[src/hw/rtl/aes_pkg.sv]
package aes_pkg;

   // round counts are at most 14, so four bits hold them
   localparam int ROUND_W = 4;

   // configuration register indexes
   localparam logic [2:0] REG_KEY_WORD_0   = 3'd0;
   localparam logic [2:0] REG_KEY_WORD_1   = 3'd1;
   localparam logic [2:0] REG_KEY_WORD_2   = 3'd2;
   localparam logic [2:0] REG_KEY_WORD_3   = 3'd3;
   localparam logic [2:0] REG_KEY_LENGTH   = 3'd4;
   localparam logic [2:0] REG_DECRYPT_MODE = 3'd5;

   // key length codes; every other code runs as a 256 bit key
   localparam logic [1:0] KEY_LEN_128 = 2'd0;
   localparam logic [1:0] KEY_LEN_192 = 2'd1;

   localparam logic [ROUND_W-1:0] ROUNDS_128 = 4'd10;
   localparam logic [ROUND_W-1:0] ROUNDS_192 = 4'd12;
   localparam logic [ROUND_W-1:0] ROUNDS_256 = 4'd14;

   localparam logic [3:0] NK_128 = 4'd4;
   localparam logic [3:0] NK_192 = 4'd6;
   localparam logic [3:0] NK_256 = 4'd8;

   localparam logic [7:0] GF_POLY    = 8'h1B;
   localparam logic [7:0] RCON_FIRST = 8'h01;

   typedef struct packed {
      logic [63:0] block_high;
      logic [63:0] block_low;
   } req_word_type;

   typedef struct packed {
      logic [63:0] result_high;
      logic [63:0] result_low;
   } rsp_word_type;

   // shift control for the round key chain
   typedef struct packed {
      logic fwd;
      logic bwd;
   } chain_ctl_type;

   // round key handed from the expander to the chain
   typedef struct packed {
      logic         push;
      logic         last;
      logic [127:0] key;
   } kx_out_type;

   typedef enum logic [2:0] {
      ST_KICK,
      ST_EXPAND,
      ST_ALIGN,
      ST_IDLE,
      ST_RUN
   } ctl_state_type;

   localparam logic [7:0] SBOX [256] = '{
      8'h63,8'h7C,8'h77,8'h7B,8'hF2,8'h6B,8'h6F,8'hC5,8'h30,8'h01,8'h67,8'h2B,8'hFE,8'hD7,8'hAB,8'h76,
      8'hCA,8'h82,8'hC9,8'h7D,8'hFA,8'h59,8'h47,8'hF0,8'hAD,8'hD4,8'hA2,8'hAF,8'h9C,8'hA4,8'h72,8'hC0,
      8'hB7,8'hFD,8'h93,8'h26,8'h36,8'h3F,8'hF7,8'hCC,8'h34,8'hA5,8'hE5,8'hF1,8'h71,8'hD8,8'h31,8'h15,
      8'h04,8'hC7,8'h23,8'hC3,8'h18,8'h96,8'h05,8'h9A,8'h07,8'h12,8'h80,8'hE2,8'hEB,8'h27,8'hB2,8'h75,
      8'h09,8'h83,8'h2C,8'h1A,8'h1B,8'h6E,8'h5A,8'hA0,8'h52,8'h3B,8'hD6,8'hB3,8'h29,8'hE3,8'h2F,8'h84,
      8'h53,8'hD1,8'h00,8'hED,8'h20,8'hFC,8'hB1,8'h5B,8'h6A,8'hCB,8'hBE,8'h39,8'h4A,8'h4C,8'h58,8'hCF,
      8'hD0,8'hEF,8'hAA,8'hFB,8'h43,8'h4D,8'h33,8'h85,8'h45,8'hF9,8'h02,8'h7F,8'h50,8'h3C,8'h9F,8'hA8,
      8'h51,8'hA3,8'h40,8'h8F,8'h92,8'h9D,8'h38,8'hF5,8'hBC,8'hB6,8'hDA,8'h21,8'h10,8'hFF,8'hF3,8'hD2,
      8'hCD,8'h0C,8'h13,8'hEC,8'h5F,8'h97,8'h44,8'h17,8'hC4,8'hA7,8'h7E,8'h3D,8'h64,8'h5D,8'h19,8'h73,
      8'h60,8'h81,8'h4F,8'hDC,8'h22,8'h2A,8'h90,8'h88,8'h46,8'hEE,8'hB8,8'h14,8'hDE,8'h5E,8'h0B,8'hDB,
      8'hE0,8'h32,8'h3A,8'h0A,8'h49,8'h06,8'h24,8'h5C,8'hC2,8'hD3,8'hAC,8'h62,8'h91,8'h95,8'hE4,8'h79,
      8'hE7,8'hC8,8'h37,8'h6D,8'h8D,8'hD5,8'h4E,8'hA9,8'h6C,8'h56,8'hF4,8'hEA,8'h65,8'h7A,8'hAE,8'h08,
      8'hBA,8'h78,8'h25,8'h2E,8'h1C,8'hA6,8'hB4,8'hC6,8'hE8,8'hDD,8'h74,8'h1F,8'h4B,8'hBD,8'h8B,8'h8A,
      8'h70,8'h3E,8'hB5,8'h66,8'h48,8'h03,8'hF6,8'h0E,8'h61,8'h35,8'h57,8'hB9,8'h86,8'hC1,8'h1D,8'h9E,
      8'hE1,8'hF8,8'h98,8'h11,8'h69,8'hD9,8'h8E,8'h94,8'h9B,8'h1E,8'h87,8'hE9,8'hCE,8'h55,8'h28,8'hDF,
      8'h8C,8'hA1,8'h89,8'h0D,8'hBF,8'hE6,8'h42,8'h68,8'h41,8'h99,8'h2D,8'h0F,8'hB0,8'h54,8'hBB,8'h16
   };

   localparam logic [7:0] INV_SBOX [256] = '{
      8'h52,8'h09,8'h6A,8'hD5,8'h30,8'h36,8'hA5,8'h38,8'hBF,8'h40,8'hA3,8'h9E,8'h81,8'hF3,8'hD7,8'hFB,
      8'h7C,8'hE3,8'h39,8'h82,8'h9B,8'h2F,8'hFF,8'h87,8'h34,8'h8E,8'h43,8'h44,8'hC4,8'hDE,8'hE9,8'hCB,
      8'h54,8'h7B,8'h94,8'h32,8'hA6,8'hC2,8'h23,8'h3D,8'hEE,8'h4C,8'h95,8'h0B,8'h42,8'hFA,8'hC3,8'h4E,
      8'h08,8'h2E,8'hA1,8'h66,8'h28,8'hD9,8'h24,8'hB2,8'h76,8'h5B,8'hA2,8'h49,8'h6D,8'h8B,8'hD1,8'h25,
      8'h72,8'hF8,8'hF6,8'h64,8'h86,8'h68,8'h98,8'h16,8'hD4,8'hA4,8'h5C,8'hCC,8'h5D,8'h65,8'hB6,8'h92,
      8'h6C,8'h70,8'h48,8'h50,8'hFD,8'hED,8'hB9,8'hDA,8'h5E,8'h15,8'h46,8'h57,8'hA7,8'h8D,8'h9D,8'h84,
      8'h90,8'hD8,8'hAB,8'h00,8'h8C,8'hBC,8'hD3,8'h0A,8'hF7,8'hE4,8'h58,8'h05,8'hB8,8'hB3,8'h45,8'h06,
      8'hD0,8'h2C,8'h1E,8'h8F,8'hCA,8'h3F,8'h0F,8'h02,8'hC1,8'hAF,8'hBD,8'h03,8'h01,8'h13,8'h8A,8'h6B,
      8'h3A,8'h91,8'h11,8'h41,8'h4F,8'h67,8'hDC,8'hEA,8'h97,8'hF2,8'hCF,8'hCE,8'hF0,8'hB4,8'hE6,8'h73,
      8'h96,8'hAC,8'h74,8'h22,8'hE7,8'hAD,8'h35,8'h85,8'hE2,8'hF9,8'h37,8'hE8,8'h1C,8'h75,8'hDF,8'h6E,
      8'h47,8'hF1,8'h1A,8'h71,8'h1D,8'h29,8'hC5,8'h89,8'h6F,8'hB7,8'h62,8'h0E,8'hAA,8'h18,8'hBE,8'h1B,
      8'hFC,8'h56,8'h3E,8'h4B,8'hC6,8'hD2,8'h79,8'h20,8'h9A,8'hDB,8'hC0,8'hFE,8'h78,8'hCD,8'h5A,8'hF4,
      8'h1F,8'hDD,8'hA8,8'h33,8'h88,8'h07,8'hC7,8'h31,8'hB1,8'h12,8'h10,8'h59,8'h27,8'h80,8'hEC,8'h5F,
      8'h60,8'h51,8'h7F,8'hA9,8'h19,8'hB5,8'h4A,8'h0D,8'h2D,8'hE5,8'h7A,8'h9F,8'h93,8'hC9,8'h9C,8'hEF,
      8'hA0,8'hE0,8'h3B,8'h4D,8'hAE,8'h2A,8'hF5,8'hB0,8'hC8,8'hEB,8'hBB,8'h3C,8'h83,8'h53,8'h99,8'h61,
      8'h17,8'h2B,8'h04,8'h7E,8'hBA,8'h77,8'hD6,8'h26,8'hE1,8'h69,8'h14,8'h63,8'h55,8'h21,8'h0C,8'h7D
   };

   // multiply by x in GF(2^8)
   function automatic logic [7:0] xt(input logic [7:0] a);
      return {a[6:0], 1'b0} ^ (a[7] ? GF_POLY : 8'h00);
   endfunction

   // SubBytes then ShiftRows; byte n sits at bits 127-8n downward
   function automatic logic [127:0] sub_shift_fwd(input logic [127:0] s);
      logic [127:0] o;
      o = '0;
      for (int c = 0; c < 4; c++) begin
         for (int r = 0; r < 4; r++) begin
            o[127-8*(r+4*c) -: 8] = SBOX[s[127-8*(r+4*((c+r)&3)) -: 8]];
         end
      end
      return o;
   endfunction

   function automatic logic [127:0] sub_shift_inv(input logic [127:0] s);
      logic [127:0] o;
      o = '0;
      for (int c = 0; c < 4; c++) begin
         for (int r = 0; r < 4; r++) begin
            o[127-8*(r+4*c) -: 8] = INV_SBOX[s[127-8*(r+4*((c-r)&3)) -: 8]];
         end
      end
      return o;
   endfunction

   function automatic logic [31:0] mix_col_fwd(input logic [31:0] a);
      logic [7:0] a0, a1, a2, a3;
      a0 = a[31:24];
      a1 = a[23:16];
      a2 = a[15:8];
      a3 = a[7:0];
      return {xt(a0) ^ xt(a1) ^ a1 ^ a2 ^ a3,
              a0 ^ xt(a1) ^ xt(a2) ^ a2 ^ a3,
              a0 ^ a1 ^ xt(a2) ^ xt(a3) ^ a3,
              xt(a0) ^ a0 ^ a1 ^ a2 ^ xt(a3)};
   endfunction

   // products by 9, 11, 13 and 14 from a doubling chain
   function automatic logic [31:0] mix_col_inv(input logic [31:0] a);
      logic [7:0] b [4];
      logic [7:0] m9 [4];
      logic [7:0] m11 [4];
      logic [7:0] m13 [4];
      logic [7:0] m14 [4];
      logic [7:0] x2, x4, x8;
      for (int k = 0; k < 4; k++) begin
         b[k]   = a[31-8*k -: 8];
         x2     = xt(b[k]);
         x4     = xt(x2);
         x8     = xt(x4);
         m9[k]  = x8 ^ b[k];
         m11[k] = x8 ^ x2 ^ b[k];
         m13[k] = x8 ^ x4 ^ b[k];
         m14[k] = x8 ^ x4 ^ x2;
      end
      return {m14[0] ^ m11[1] ^ m13[2] ^ m9[3],
              m9[0] ^ m14[1] ^ m11[2] ^ m13[3],
              m13[0] ^ m9[1] ^ m14[2] ^ m11[3],
              m11[0] ^ m13[1] ^ m9[2] ^ m14[3]};
   endfunction

   function automatic logic [127:0] mix_fwd_block(input logic [127:0] s);
      logic [127:0] o;
      for (int c = 0; c < 4; c++) begin
         o[127-32*c -: 32] = mix_col_fwd(s[127-32*c -: 32]);
      end
      return o;
   endfunction

   function automatic logic [127:0] mix_inv_block(input logic [127:0] s);
      logic [127:0] o;
      for (int c = 0; c < 4; c++) begin
         o[127-32*c -: 32] = mix_col_inv(s[127-32*c -: 32]);
      end
      return o;
   endfunction

endpackage

[src/hw/rtl/aes_kcell.sv]
// one slot of the round key ring
module aes_kcell import aes_pkg::*; (
   input  logic          clock,
   input  chain_ctl_type ctl,
   input  logic [127:0]  up_key,
   input  logic [127:0]  down_key,
   output logic [127:0]  key
);

   logic [127:0] key_ff;
   logic [127:0] key_in;

   // fwd takes the upper neighbor, bwd the lower one
   always_comb begin
      key_in = key_ff;
      if (ctl.fwd) begin
         key_in = up_key;
      end else if (ctl.bwd) begin
         key_in = down_key;
      end
   end

   always_ff @(posedge clock) begin
      key_ff <= key_in;
   end

   assign key = key_ff;

endmodule

[config.mk]
export PLATFORM = sky130hd
export DESIGN_NAME = aes_kcell
export DESIGN_NICKNAME = d
export VERILOG_FILES = /design/src/hw/rtl/aes_pkg.sv /design/src/hw/rtl/aes_kcell.sv
export SDC_FILE = /design/constraint.sdc
export NUM_CORES = 1
export LEC_CHECK = 0
export BUFFER_PORTS_ARGS = -buffer_cell sky130_fd_sc_hd__clkbuf_2
export CAP_MARGIN = 20
export CELL_PAD_IN_SITES_DETAIL_PLACEMENT = 1
export CELL_PAD_IN_SITES_GLOBAL_PLACEMENT = 1
export CORE_AREA = 2 2 150 152
export CTS_BUF_LIST = sky130_fd_sc_hd__clkbuf_8 sky130_fd_sc_hd__clkbuf_16
export CTS_CLUSTER_SIZE = 25
export DETAILED_ROUTE_END_ITERATION = 7
export DIE_AREA = 0 0 152 154
export PLACE_DENSITY_LB_ADDON = 0.3
export REMOVE_ABC_BUFFERS = 1
export SYNTH_ARGS = -nofsm -noshare
export SYNTH_HDL_FRONTEND = slang
export SYNTH_SLANG_ARGS = --single-unit
[constraint.sdc]
create_clock -name clock -period 3.85 [get_ports clock]
set_input_delay 0.77 -clock clock [delete_from_list [all_inputs] [get_ports clock]]
set_output_delay 0.77 -clock clock [all_outputs]
set_load 0.02 [all_outputs]
==> metrics.txt <==
post-route clock period utilization=46.5%; startpoint-to-endpoint class of the critical path=in -> reg; quantity of gates resized following cts=0; Hold WC Path Type=in -> reg; mean area per synthesized cell=20.1 sq um; synthesis-stage register bit count=128; floorplan die height=154 microns; area fraction of the dominant cell type after synthesis=between 70 and 80%; Iteration-0 DRC Markers=180; Worst setup SP type=primary input; placeable core area=between 0.02 and 0.025 sq mm; worst IR drop on VDD=between 0.2 and 0.3 mV; YS warnings=0; maximum fanout encountered on the critical timing path=39; critical path capture point type=flop; Slowest Stage Delay on Critical Path=520 ps; sequential cell area=0.00384 sq mm; count of pins on the block boundary=387; Pwr per Cell Area=489 mW/mm^2; CTS tree=built; area growth from synthesis to final layout=50.8%; first-pass detailed-route iteration total=4; clock input transition at the sequential cells of the worst setup and hold paths=60 ps; ANT nets after route=0; Worst Max-Slew Pin Slew=721 ps; dominant cell type by area after synthesis=sky130_fd_sc_hd__edfxtp_1; synthesized instance count=around 270; static leakage=0.00373 uW; Post-CTS Hold Buffers=0; die extent in x=152 microns; unrepaired setup endpoints after global routing=false; Async SR Flop Fraction=0%; Inserted Clock Buffers=17; die outline area=0.0234 sq mm; total power after layout=4010 uW; worst path bufs/invs=2; number of global-route vias before repair=4521; Largest delay share family, worst path=buffers and inverters; start point of the critical path=ctl[0]; number of synthesized flops with an enable pin=128; ys flop type=sky130_fd_sc_hd__edfxtp_1; initial core utilization=25.1%; Worst Path Arrival=approximately 1800 ps; HPWL after DPL=12700 microns; number of setup violations in the final report=0; Rows=54; Clock Tree Root=sky130_fd_sc_hd__clkbuf_16; sequential share of the synthesized area=70.6%; distinct cell type count of the synthesized netlist=5; number of max-cap violations=0; outcome=completed; number of fill cells=2385; number of levels in the clock H-tree=4; min-delay src=down_key[127]; setup slack after placement=1600 ps; tightest slew margin relative to the limit=51.9%; post-DR wirelength/cell=about 17 microns; layout cells sized above 1=80.4%; number of setup buffers added after CTS=0; Multi-input gate area=between 0.001 and 0.0015 sq mm; routability cong.=0.816; slowest cell on the critical path=sky130_fd_sc_hd__buf_4; Setup TNS=0 ps; clk sinks=128; final routed DRC violation total=0; initial antenna violation count=0; final worst setup slack=2060 ps; first-pass GRT wire length=between 20000 and 30000 microns; diodes inserted=0; dominant cells by area after synthesis=sky130_fd_sc_hd__edfxtp_1 71%, sky130_fd_sc_hd__mux2_2 26%, sky130_fd_sc_hd__buf_6 2.7%; FMAX=558 MHz; Total Nets Final=about 920; Final Hold Viols=0; combined area of all synthesized cells=roughly 0.0054 sq mm; vias per cell=approximately 4.2; leading cell types by count after synthesis=128 x sky130_fd_sc_hd__edfxtp_1, 128 x sky130_fd_sc_hd__mux2_2, 13 x sky130_fd_sc_hd__buf_6; count of cells along the worst hold path=2; max FFs per register=128; Crit path required time=3890 ps; maximum buffer depth of the clock tree=2; count of input and output buffers=386; largest net degree at the start of global routing=129; endpoint of the worst hold path=key[127]$_DFFE_PP_; total track usage=13.9%; total wire length=about 16000 microns; GR Overflow Total=0; vias post-DR=4007; time the worst path needs with I/O delays and setup=between 1500 and 2000 ps; cell chain of the critical path=clkbuf_2 -> or2_4 -> buf_4; Slew Limit Fails=0
cell usage in the layout (no fill, tap or decap):
master	n
sky130_fd_sc_hd__clkbuf_2	385
sky130_fd_sc_hd__mux2_2	128
sky130_fd_sc_hd__edfxtp_1	128
sky130_fd_sc_hd__clkbuf_16	17
sky130_fd_sc_hd__inv_1	4
sky130_fd_sc_hd__clkinv_2	3
sky130_fd_sc_hd__clkinvlp_4	3
sky130_fd_sc_hd__bufinv_16	3
sky130_fd_sc_hd__buf_4	2
sky130_fd_sc_hd__buf_12	2
sky130_fd_sc_hd__or2_4	1
sky130_fd_sc_hd__clkinv_4	1
sky130_fd_sc_hd__clkinv_1	1
layer usage:
metal	track usage, %	up-vias	part of all wire [%]
met2	24.5	226	52
met5	0	-	0
li1	-	1862	-
met3	5.19	19	8.0
met1	15.4	1900	38
met4	4.98	0	1.9
power by group:
group / total [uW] / internal (uW) / switching (uW) / leakage [uW]
Clock: 1580 / 1000 / 581 / 0.000291
Combinational: 666 / 286 / 379 / 0.00213
Sequential: 1760 / 1710 / 46.6 / 0.00130
cell type report:
| cell class | instances | share of cell area [%] |
|---|---|---|
| flip-flops and latches | 128 | 46.8 |
| well taps | 280 | 4.27 |
| clock inverters | 15 | 1.89 |
| multi-input cells | 129 | 17.7 |
| clock buffers | 17 | 5.18 |
| repair buffers | 389 | 24.2 |
cell families after synthesis:
group | after synthesis | share of synthesized area (%)
buf+inv | 14 | 2.78
simple gates | 1 | 0.115
mux | 128 | 26.5
flops | 128 | 70.6
stage by stage:
step | instance area, sq um | std cells | hold slack [ps] | utilization, %
after floorplan | 5290 | 257 | 990 | -
after global placement | 7630 | 926 | 1070 | 35.2
after detailed placement | 7630 | 926 | 1080 | 35.2
after CTS | 8210 | 958 | 643 | 37.8
after global routing | 8210 | 958 | 640 | 37.8
final | 8210 | 958 | 669 | 37.8
worst max path at each step:
stage,to,slack (ps),depth (start not counted)
floorplan,key[0]$_DFFE_PP_,1060,1
global placement,key[22]$_DFFE_PP_,1670,3
detailed placement,key[46]$_DFFE_PP_,1600,3
CTS,key[4]$_DFFE_PP_,2030,3
global route,key[22]$_DFFE_PP_,1960,3
finish,key[22]$_DFFE_PP_,2060,3
(Power assumes the default switching activity.)
