--- src/hw/rtl/aes_pkg.sv ---
package aes_pkg;

   // round counts are at most 14, so four bits hold them
   localparam int ROUND_W = 4;

   // configuration register indexes
   localparam logic [2:0] REG_KEY_WORD_0   = 3'd0;
   localparam logic [2:0] REG_KEY_WORD_1   = 3'd1;
   localparam logic [2:0] REG_KEY_WORD_2   = 3'd2;
   localparam logic [2:0] REG_KEY_WORD_3   = 3'd3;
   localparam logic [2:0] REG_KEY_LENGTH   = 3'd4;
   localparam logic [2:0] REG_DECRYPT_MODE = 3'd5;

   // key length codes; every other code runs as a 256 bit key
   localparam logic [1:0] KEY_LEN_128 = 2'd0;
   localparam logic [1:0] KEY_LEN_192 = 2'd1;

   localparam logic [ROUND_W-1:0] ROUNDS_128 = 4'd10;
   localparam logic [ROUND_W-1:0] ROUNDS_192 = 4'd12;
   localparam logic [ROUND_W-1:0] ROUNDS_256 = 4'd14;

   localparam logic [3:0] NK_128 = 4'd4;
   localparam logic [3:0] NK_192 = 4'd6;
   localparam logic [3:0] NK_256 = 4'd8;

   localparam logic [7:0] GF_POLY    = 8'h1B;
   localparam logic [7:0] RCON_FIRST = 8'h01;

   typedef struct packed {
      logic [63:0] block_high;
      logic [63:0] block_low;
   } req_word_type;

   typedef struct packed {
      logic [63:0] result_high;
      logic [63:0] result_low;
   } rsp_word_type;

   // shift control for the round key chain
   typedef struct packed {
      logic fwd;
      logic bwd;
   } chain_ctl_type;

   // round key handed from the expander to the chain
   typedef struct packed {
      logic         push;
      logic         last;
      logic [127:0] key;
   } kx_out_type;

   typedef enum logic [2:0] {
      ST_KICK,
      ST_EXPAND,
      ST_ALIGN,
      ST_IDLE,
      ST_RUN
   } ctl_state_type;

   localparam logic [7:0] SBOX [256] = '{
      8'h63,8'h7C,8'h77,8'h7B,8'hF2,8'h6B,8'h6F,8'hC5,8'h30,8'h01,8'h67,8'h2B,8'hFE,8'hD7,8'hAB,8'h76,
      8'hCA,8'h82,8'hC9,8'h7D,8'hFA,8'h59,8'h47,8'hF0,8'hAD,8'hD4,8'hA2,8'hAF,8'h9C,8'hA4,8'h72,8'hC0,
      8'hB7,8'hFD,8'h93,8'h26,8'h36,8'h3F,8'hF7,8'hCC,8'h34,8'hA5,8'hE5,8'hF1,8'h71,8'hD8,8'h31,8'h15,
      8'h04,8'hC7,8'h23,8'hC3,8'h18,8'h96,8'h05,8'h9A,8'h07,8'h12,8'h80,8'hE2,8'hEB,8'h27,8'hB2,8'h75,
      8'h09,8'h83,8'h2C,8'h1A,8'h1B,8'h6E,8'h5A,8'hA0,8'h52,8'h3B,8'hD6,8'hB3,8'h29,8'hE3,8'h2F,8'h84,
      8'h53,8'hD1,8'h00,8'hED,8'h20,8'hFC,8'hB1,8'h5B,8'h6A,8'hCB,8'hBE,8'h39,8'h4A,8'h4C,8'h58,8'hCF,
      8'hD0,8'hEF,8'hAA,8'hFB,8'h43,8'h4D,8'h33,8'h85,8'h45,8'hF9,8'h02,8'h7F,8'h50,8'h3C,8'h9F,8'hA8,
      8'h51,8'hA3,8'h40,8'h8F,8'h92,8'h9D,8'h38,8'hF5,8'hBC,8'hB6,8'hDA,8'h21,8'h10,8'hFF,8'hF3,8'hD2,
      8'hCD,8'h0C,8'h13,8'hEC,8'h5F,8'h97,8'h44,8'h17,8'hC4,8'hA7,8'h7E,8'h3D,8'h64,8'h5D,8'h19,8'h73,
      8'h60,8'h81,8'h4F,8'hDC,8'h22,8'h2A,8'h90,8'h88,8'h46,8'hEE,8'hB8,8'h14,8'hDE,8'h5E,8'h0B,8'hDB,
      8'hE0,8'h32,8'h3A,8'h0A,8'h49,8'h06,8'h24,8'h5C,8'hC2,8'hD3,8'hAC,8'h62,8'h91,8'h95,8'hE4,8'h79,
      8'hE7,8'hC8,8'h37,8'h6D,8'h8D,8'hD5,8'h4E,8'hA9,8'h6C,8'h56,8'hF4,8'hEA,8'h65,8'h7A,8'hAE,8'h08,
      8'hBA,8'h78,8'h25,8'h2E,8'h1C,8'hA6,8'hB4,8'hC6,8'hE8,8'hDD,8'h74,8'h1F,8'h4B,8'hBD,8'h8B,8'h8A,
      8'h70,8'h3E,8'hB5,8'h66,8'h48,8'h03,8'hF6,8'h0E,8'h61,8'h35,8'h57,8'hB9,8'h86,8'hC1,8'h1D,8'h9E,
      8'hE1,8'hF8,8'h98,8'h11,8'h69,8'hD9,8'h8E,8'h94,8'h9B,8'h1E,8'h87,8'hE9,8'hCE,8'h55,8'h28,8'hDF,
      8'h8C,8'hA1,8'h89,8'h0D,8'hBF,8'hE6,8'h42,8'h68,8'h41,8'h99,8'h2D,8'h0F,8'hB0,8'h54,8'hBB,8'h16
   };

   localparam logic [7:0] INV_SBOX [256] = '{
      8'h52,8'h09,8'h6A,8'hD5,8'h30,8'h36,8'hA5,8'h38,8'hBF,8'h40,8'hA3,8'h9E,8'h81,8'hF3,8'hD7,8'hFB,
      8'h7C,8'hE3,8'h39,8'h82,8'h9B,8'h2F,8'hFF,8'h87,8'h34,8'h8E,8'h43,8'h44,8'hC4,8'hDE,8'hE9,8'hCB,
      8'h54,8'h7B,8'h94,8'h32,8'hA6,8'hC2,8'h23,8'h3D,8'hEE,8'h4C,8'h95,8'h0B,8'h42,8'hFA,8'hC3,8'h4E,
      8'h08,8'h2E,8'hA1,8'h66,8'h28,8'hD9,8'h24,8'hB2,8'h76,8'h5B,8'hA2,8'h49,8'h6D,8'h8B,8'hD1,8'h25,
      8'h72,8'hF8,8'hF6,8'h64,8'h86,8'h68,8'h98,8'h16,8'hD4,8'hA4,8'h5C,8'hCC,8'h5D,8'h65,8'hB6,8'h92,
      8'h6C,8'h70,8'h48,8'h50,8'hFD,8'hED,8'hB9,8'hDA,8'h5E,8'h15,8'h46,8'h57,8'hA7,8'h8D,8'h9D,8'h84,
      8'h90,8'hD8,8'hAB,8'h00,8'h8C,8'hBC,8'hD3,8'h0A,8'hF7,8'hE4,8'h58,8'h05,8'hB8,8'hB3,8'h45,8'h06,
      8'hD0,8'h2C,8'h1E,8'h8F,8'hCA,8'h3F,8'h0F,8'h02,8'hC1,8'hAF,8'hBD,8'h03,8'h01,8'h13,8'h8A,8'h6B,
      8'h3A,8'h91,8'h11,8'h41,8'h4F,8'h67,8'hDC,8'hEA,8'h97,8'hF2,8'hCF,8'hCE,8'hF0,8'hB4,8'hE6,8'h73,
      8'h96,8'hAC,8'h74,8'h22,8'hE7,8'hAD,8'h35,8'h85,8'hE2,8'hF9,8'h37,8'hE8,8'h1C,8'h75,8'hDF,8'h6E,
      8'h47,8'hF1,8'h1A,8'h71,8'h1D,8'h29,8'hC5,8'h89,8'h6F,8'hB7,8'h62,8'h0E,8'hAA,8'h18,8'hBE,8'h1B,
      8'hFC,8'h56,8'h3E,8'h4B,8'hC6,8'hD2,8'h79,8'h20,8'h9A,8'hDB,8'hC0,8'hFE,8'h78,8'hCD,8'h5A,8'hF4,
      8'h1F,8'hDD,8'hA8,8'h33,8'h88,8'h07,8'hC7,8'h31,8'hB1,8'h12,8'h10,8'h59,8'h27,8'h80,8'hEC,8'h5F,
      8'h60,8'h51,8'h7F,8'hA9,8'h19,8'hB5,8'h4A,8'h0D,8'h2D,8'hE5,8'h7A,8'h9F,8'h93,8'hC9,8'h9C,8'hEF,
      8'hA0,8'hE0,8'h3B,8'h4D,8'hAE,8'h2A,8'hF5,8'hB0,8'hC8,8'hEB,8'hBB,8'h3C,8'h83,8'h53,8'h99,8'h61,
      8'h17,8'h2B,8'h04,8'h7E,8'hBA,8'h77,8'hD6,8'h26,8'hE1,8'h69,8'h14,8'h63,8'h55,8'h21,8'h0C,8'h7D
   };

   // multiply by x in GF(2^8)
   function automatic logic [7:0] xt(input logic [7:0] a);
      return {a[6:0], 1'b0} ^ (a[7] ? GF_POLY : 8'h00);
   endfunction

   // SubBytes then ShiftRows; byte n sits at bits 127-8n downward
   function automatic logic [127:0] sub_shift_fwd(input logic [127:0] s);
      logic [127:0] o;
      o = '0;
      for (int c = 0; c < 4; c++) begin
         for (int r = 0; r < 4; r++) begin
            o[127-8*(r+4*c) -: 8] = SBOX[s[127-8*(r+4*((c+r)&3)) -: 8]];
         end
      end
      return o;
   endfunction

   function automatic logic [127:0] sub_shift_inv(input logic [127:0] s);
      logic [127:0] o;
      o = '0;
      for (int c = 0; c < 4; c++) begin
         for (int r = 0; r < 4; r++) begin
            o[127-8*(r+4*c) -: 8] = INV_SBOX[s[127-8*(r+4*((c-r)&3)) -: 8]];
         end
      end
      return o;
   endfunction

   function automatic logic [31:0] mix_col_fwd(input logic [31:0] a);
      logic [7:0] a0, a1, a2, a3;
      a0 = a[31:24];
      a1 = a[23:16];
      a2 = a[15:8];
      a3 = a[7:0];
      return {xt(a0) ^ xt(a1) ^ a1 ^ a2 ^ a3,
              a0 ^ xt(a1) ^ xt(a2) ^ a2 ^ a3,
              a0 ^ a1 ^ xt(a2) ^ xt(a3) ^ a3,
              xt(a0) ^ a0 ^ a1 ^ a2 ^ xt(a3)};
   endfunction

   // products by 9, 11, 13 and 14 from a doubling chain
   function automatic logic [31:0] mix_col_inv(input logic [31:0] a);
      logic [7:0] b [4];
      logic [7:0] m9 [4];
      logic [7:0] m11 [4];
      logic [7:0] m13 [4];
      logic [7:0] m14 [4];
      logic [7:0] x2, x4, x8;
      for (int k = 0; k < 4; k++) begin
         b[k]   = a[31-8*k -: 8];
         x2     = xt(b[k]);
         x4     = xt(x2);
         x8     = xt(x4);
         m9[k]  = x8 ^ b[k];
         m11[k] = x8 ^ x2 ^ b[k];
         m13[k] = x8 ^ x4 ^ b[k];
         m14[k] = x8 ^ x4 ^ x2;
      end
      return {m14[0] ^ m11[1] ^ m13[2] ^ m9[3],
              m9[0] ^ m14[1] ^ m11[2] ^ m13[3],
              m13[0] ^ m9[1] ^ m14[2] ^ m11[3],
              m11[0] ^ m13[1] ^ m9[2] ^ m14[3]};
   endfunction

   function automatic logic [127:0] mix_fwd_block(input logic [127:0] s);
      logic [127:0] o;
      for (int c = 0; c < 4; c++) begin
         o[127-32*c -: 32] = mix_col_fwd(s[127-32*c -: 32]);
      end
      return o;
   endfunction

   function automatic logic [127:0] mix_inv_block(input logic [127:0] s);
      logic [127:0] o;
      for (int c = 0; c < 4; c++) begin
         o[127-32*c -: 32] = mix_col_inv(s[127-32*c -: 32]);
      end
      return o;
   endfunction

endpackage

--- src/hw/rtl/aes_kexp.sv ---
// key schedule: one 32-bit word per cycle, a round key every fourth word
module aes_kexp import aes_pkg::*; (
   input  logic                    clock,
   input  logic                    reset,
   input  logic                    start,
   input  logic [3:0][63:0]        key_words,
   input  logic [1:0]              key_length,
   input  logic                    decrypt,
   input  logic [ROUND_W-1:0]      rounds,
   output kx_out_type              kx
);

   logic                 busy_ff, busy_in;
   logic [5:0]           idx_ff, idx_in;
   logic [2:0]           phase_ff, phase_in;
   logic [7:0]           rcon_ff, rcon_in;
   logic [95:0]          acc_ff, acc_in;
   logic [7:0][31:0]     win_ff, win_in;

   logic [3:0]           nk;
   logic [2:0]           base;
   logic [7:0][31:0]     kwords;
   logic [31:0]          tmp;
   logic [31:0]          word;
   logic [ROUND_W-1:0]   kidx;
   logic [127:0]         rkey;

   always_comb begin
      case (key_length)
         KEY_LEN_128: nk = NK_128;
         KEY_LEN_192: nk = NK_192;
         default:     nk = NK_256;
      endcase
      base = 3'(NK_256 - nk);
      for (int k = 0; k < 8; k++) begin
         kwords[k] = key_words[k/2][63-32*(k%2) -: 32];
      end
   end

   // next schedule word
   always_comb begin
      tmp = win_ff[7];
      if (phase_ff == 3'd0) begin
         tmp = {SBOX[win_ff[7][23:16]] ^ rcon_ff, SBOX[win_ff[7][15:8]],
                SBOX[win_ff[7][7:0]], SBOX[win_ff[7][31:24]]};
      end else if (nk == NK_256 && phase_ff == 3'd4) begin
         tmp = {SBOX[win_ff[7][31:24]], SBOX[win_ff[7][23:16]],
                SBOX[win_ff[7][15:8]], SBOX[win_ff[7][7:0]]};
      end
      if (idx_ff < 6'(nk)) begin
         word = win_ff[3'(base + idx_ff[2:0])];
      end else begin
         word = tmp ^ win_ff[base];
      end
   end

   // assembled round key, inverse-mixed for the middle decrypt rounds
   always_comb begin
      kidx = idx_ff[5:2];
      rkey = {acc_ff, word};
      if (decrypt && kidx != '0 && kidx != rounds) begin
         rkey = mix_inv_block({acc_ff, word});
      end
      kx.push = busy_ff && idx_ff[1:0] == 2'd3;
      kx.last = kx.push && kidx == rounds;
      kx.key  = rkey;
   end

   always_comb begin
      busy_in  = busy_ff;
      idx_in   = idx_ff;
      phase_in = phase_ff;
      rcon_in  = rcon_ff;
      acc_in   = acc_ff;
      win_in   = win_ff;
      if (start) begin
         busy_in  = 1'b1;
         idx_in   = '0;
         phase_in = '0;
         rcon_in  = RCON_FIRST;
         for (int m = 0; m < 8; m++) begin
            win_in[m] = kwords[3'(m) - base];
         end
      end else if (busy_ff) begin
         idx_in = idx_ff + 6'd1;
         acc_in = {acc_ff[63:0], word};
         if (idx_ff >= 6'(nk)) begin
            win_in   = {word, win_ff[7:1]};
            phase_in = (phase_ff == 3'(nk - 4'd1)) ? 3'd0 : phase_ff + 3'd1;
            if (phase_ff == 3'd0) begin
               rcon_in = xt(rcon_ff);
            end
         end
         if (kx.last) begin
            busy_in = 1'b0;
         end
      end
   end

   always_ff @(posedge clock) begin
      if (reset) begin
         busy_ff <= 1'b0;
      end else begin
         busy_ff <= busy_in;
      end
   end

   always_ff @(posedge clock) begin
      idx_ff   <= idx_in;
      phase_ff <= phase_in;
      rcon_ff  <= rcon_in;
      acc_ff   <= acc_in;
      win_ff   <= win_in;
   end

endmodule

--- config.mk ---
export PLATFORM = sky130hd
export DESIGN_NAME = aes_kexp
export DESIGN_NICKNAME = d
export VERILOG_FILES = /design/src/hw/rtl/aes_pkg.sv /design/src/hw/rtl/aes_kexp.sv
export SDC_FILE = /design/constraint.sdc
export NUM_CORES = 2
export LEC_CHECK = 0
export BUFFER_PORTS_ARGS = -buffer_cell sky130_fd_sc_hd__buf_2
export CAP_MARGIN = 20
export CORE_ASPECT_RATIO = 1.5
export CORE_UTILIZATION = 50
export CTS_BUF_LIST = sky130_fd_sc_hd__clkbuf_8
export DETAILED_ROUTE_END_ITERATION = 10
export PLACE_DENSITY_LB_ADDON = 0.05
export SLEW_MARGIN = 40
export SYNTH_ARGS = -nofsm -noshare
export SYNTH_HDL_FRONTEND = slang
export SYNTH_SLANG_ARGS = --single-unit
--- constraint.sdc ---
create_clock -name clock -period 18.3 [get_ports clock]
set_input_delay 3.66 -clock clock [delete_from_list [all_inputs] [get_ports clock]]
set_output_delay 3.66 -clock clock [all_outputs]
set_load 0.01 [all_outputs]
==> results_dict.tcl <==
set metrics [dict create \
    crit_fanout 54 \
    ctsResizeCount 0 \
    syn_nets 5833 \
    worstSetupStartpointType "input pin" \
    path_class "input pin to primary output" \
    seqPwrFrac_pct 20.1 \
    synth-adder-area-share_pct 1.648 \
    synth-simple-area-share_pct 14.85 \
    cts_made_buffers 60 \
    grt_first_pass_wirelength_um 290600 \
    tightest_slew_ps 961.7 \
    ant_nets 0 \
    pre_cts_ws_ps 4981 \
    grt_pass1_vias 42890 \
    seq_area_frac_synth_pct 23.30 \
    synth_largest_area_cell "edfxtp_1" \
    end_kind "primary output" \
    layout_common_cells "xnor2_1, nand2_1, o21ai_0" \
    switchingPower_w 0.002635 \
    slew_viol_final 0 \
    worstPathArrival_ps 9430 \
    synth_top_area_share_pct 22.53 \
    synth_compound_area_share_pct 20.45 \
    status "completed" \
    wire_per_inst_um 29.41 \
    cts-root-buf "clkbuf_8" \
    clk_path_buf_depth 3 \
    fin_total_pwr_w 0.005672 \
    drc 0 \
    cts.sinks 370 \
    syn_inst 5506 \
    max-vdd-ir-drop_mv 0.08741 \
    hold_class "flop to flop" \
    synth-xor-area-share_pct 16.74 \
    r2r_cells 14 \
    cell_internal_pwr_w 0.003037 \
    final_nets 5859 \
    required_ps 14640 \
    fill_cells 8948 \
    r2r_end "win_ff[248]" \
    routabilityCongestion 1.054 \
    finalCriticalPeriod_ps 13090 \
    clock_latency_ps 770 \
    clockPowerShare_pct 13.2 \
    fin_util_pct 54.42 \
    multi_input_area_sq_mm 0.03352 \
    yosys_warnings 0 \
    post_cts_buffers 0 \
    synth_top_family_by_area "compound AO/OA/AOI/OAI gates" \
    area_growth_pct 7.774 \
    period_share_pct 71.53 \
    finalSetupViolCount 0 \
    fin_ws_ps 5209 \
    clkTransAtPathRegs_ps 60 \
    num_io_pins 396 \
    switching_share_pct 46.45 \
    fp-row-count 137 \
    finClkSkew_ps 76.69 \
    final_common_cell "xnor2_1" \
    antenna_found_initial 20 \
    holdWs_ps 517.0 \
    synth-async-reset-ratio_pct 0 \
    p_leak_nw 18.81 \
    hold_buffers 0 \
    synth-seq-cells 370 \
    routed_wl_um 201400 \
    critPathLaunch "key_length[0]" \
    track_usage_pct 40.92 \
    portBuffers 395 \
    tritoncts "yes" \
    hold_violations 0 \
    max_freq_ghz 0.07639 \
    synth_area_leaders "edfxtp_1, xnor2_1, mux2i_1, o21ai_0, mux2_2" \
    power_density_mw_per_mm2 112.2 \
    drt_iter0_markers 6623 \
    cts-htree-levels 2 \
    drt-pass1-iter-count 7 \
    syn_area_sq_mm 0.04691 \
    p_comb_share_pct 66.7 \
    dr_total_vias 45810 \
    r2r_setup_slack_ps 12070 \
    start_util_pct 50.50 \
    hpwl_um 146100 \
    via_per_inst 6.690 \
    rsz0062_at_grt "false" \
    tns_ps 0 \
    die_w_um 252.1 \
    endpoint "kx[27]" \
    ff_latch_area_sq_mm 0.01093 \
    ys.flop_type "edfxtp_1" \
    ys_types 114 \
    drive_gt1_share_pct 18.65 \
    overflow 0 \
    fp.dieH_um 377.2 \
    avgSynthCellArea_sq_um 8.521 \
    slew_headroom_pct 35.50 \
    core_area_sq_mm 0.09291 \
    dieArea_sq_mm 0.09508 \
    synth_edf_count 352 \
    r2r-start "win_ff[249]" \
    grt_max_degree 177 \
    drv_cap 0 \
    synthMuxAreaShare_pct 17.34 \
]
==> power groups by stage <==
stage	registers (W)	logic, W	clock network (W)
6_report	0.00114	0.00378	0.000749
5_1_grt	0.00115	0.00397	0.000786
4_1_cts	0.00114	0.00368	0.000757
3_5_place_dp	0.00116	0.00367	0
3_3_place_gp	0.00115	0.00366	0
2_1_floorplan	0.00110	0.00271	0
==> kinds of logic (layout without fill, tap and decap cells) <==
kind of cell | count (synthesis) | in the layout
DFF | 370 | 370
other | 0 | 15
AOI/OAI and AO/OA | 1467 | 1467
and+or+nand+nor | 1464 | 1464
xor gates and xnor gates | 849 | 849
buffers and inverters | 621 | 696
muxes | 673 | 673
adders and majority gates | 62 | 62
==> synth_stat cells, drive strengths merged (16+ instances only) <==
cell     count
a2111oi     20
a211o       19
a211oi      57
a21o        17
a21oi      217
a221oi      28
a22oi       19
a311oi      39
a31oi       62
a32oi       22
and2        47
and3        25
buf        214
clkbuf     345
dfxtp       18
edfxtp     352
ha          61
inv         52
mux2       223
mux2i      362
mux4        88
nand2      605
nand2b     101
nand3      103
nand4       16
nor2       238
nor2b      116
nor3        88
nor4        17
o211ai      68
o21a        17
o21ai      583
o221ai      22
o22ai       17
o311a       22
o311ai      51
o31ai       41
o32ai       17
or2         34
or3         22
xnor2      652
xnor3       20
xor2       174
==> critical path, cell delays in order <==
cell,delay [ps]
buf_8,360
buf_6,580
buf_4,590
buf_4,710
mux2i_1,270
o21ai_0,150
nand2_1,130
a211oi_1,50
mux2_2,320
nor2_1,460
xnor2_1,370
xnor2_1,310
xnor3_1,470
xnor3_1,420
mux2_2,280
buf_2,150
==> per-stage QoR <==
| stage | std cells | cell area [sq um] |
|---|---|---|
| 2_1_floorplan | 5506 | 46920 |
| 3_3_place_gp | 6711 | 49030 |
| 3_5_place_dp | 6716 | 49210 |
| 4_1_cts | 6827 | 50400 |
| 5_1_grt | 6840 | 50540 |
| 6_report | 6847 | 50560 |
==> flip-flops by register name, indices dropped and copies added (netlist names) <==
name      count
idx_ff        6
win_ff      256
busy_ff       1
rcon_ff       8
acc_ff       96
phase_ff      3
==> worst min path at each step <==
stage / start / to / slack (ps) / depth (start not counted)
after floorplan: acc_ff[1] / acc_ff[33] / 420 / 0
final: idx_ff[5] / idx_ff[5] / 520 / 2
after global placement: idx_ff[5] / idx_ff[5] / 510 / 2
after CTS: idx_ff[5] / idx_ff[5] / 530 / 2
after detailed placement: idx_ff[5] / idx_ff[5] / 520 / 2
after global routing: win_ff[175] / win_ff[143] / 570 / 1
==> per-layer routing <==
metal  GRT usage [%]  vias up  wire, um
li1                -    20230         -
met1           49.52    21820     74220
met2           66.76     2987     93180
met3           6.747      762     18440
met4           27.22       10     15460
met5               0        -        72
==> final cells by class <==
type                    instances  area share, %
diodes                         15        0.07424
clock buffers                  60          1.633
clock inverters                51         0.7053
inverters                      62         0.4603
multi-input cells            4515          66.30
flip-flops and latches        370          21.63
well taps                    1251          3.096
repair buffers                523          6.105
No activity file was read; power rests on OpenSTA's default activity.
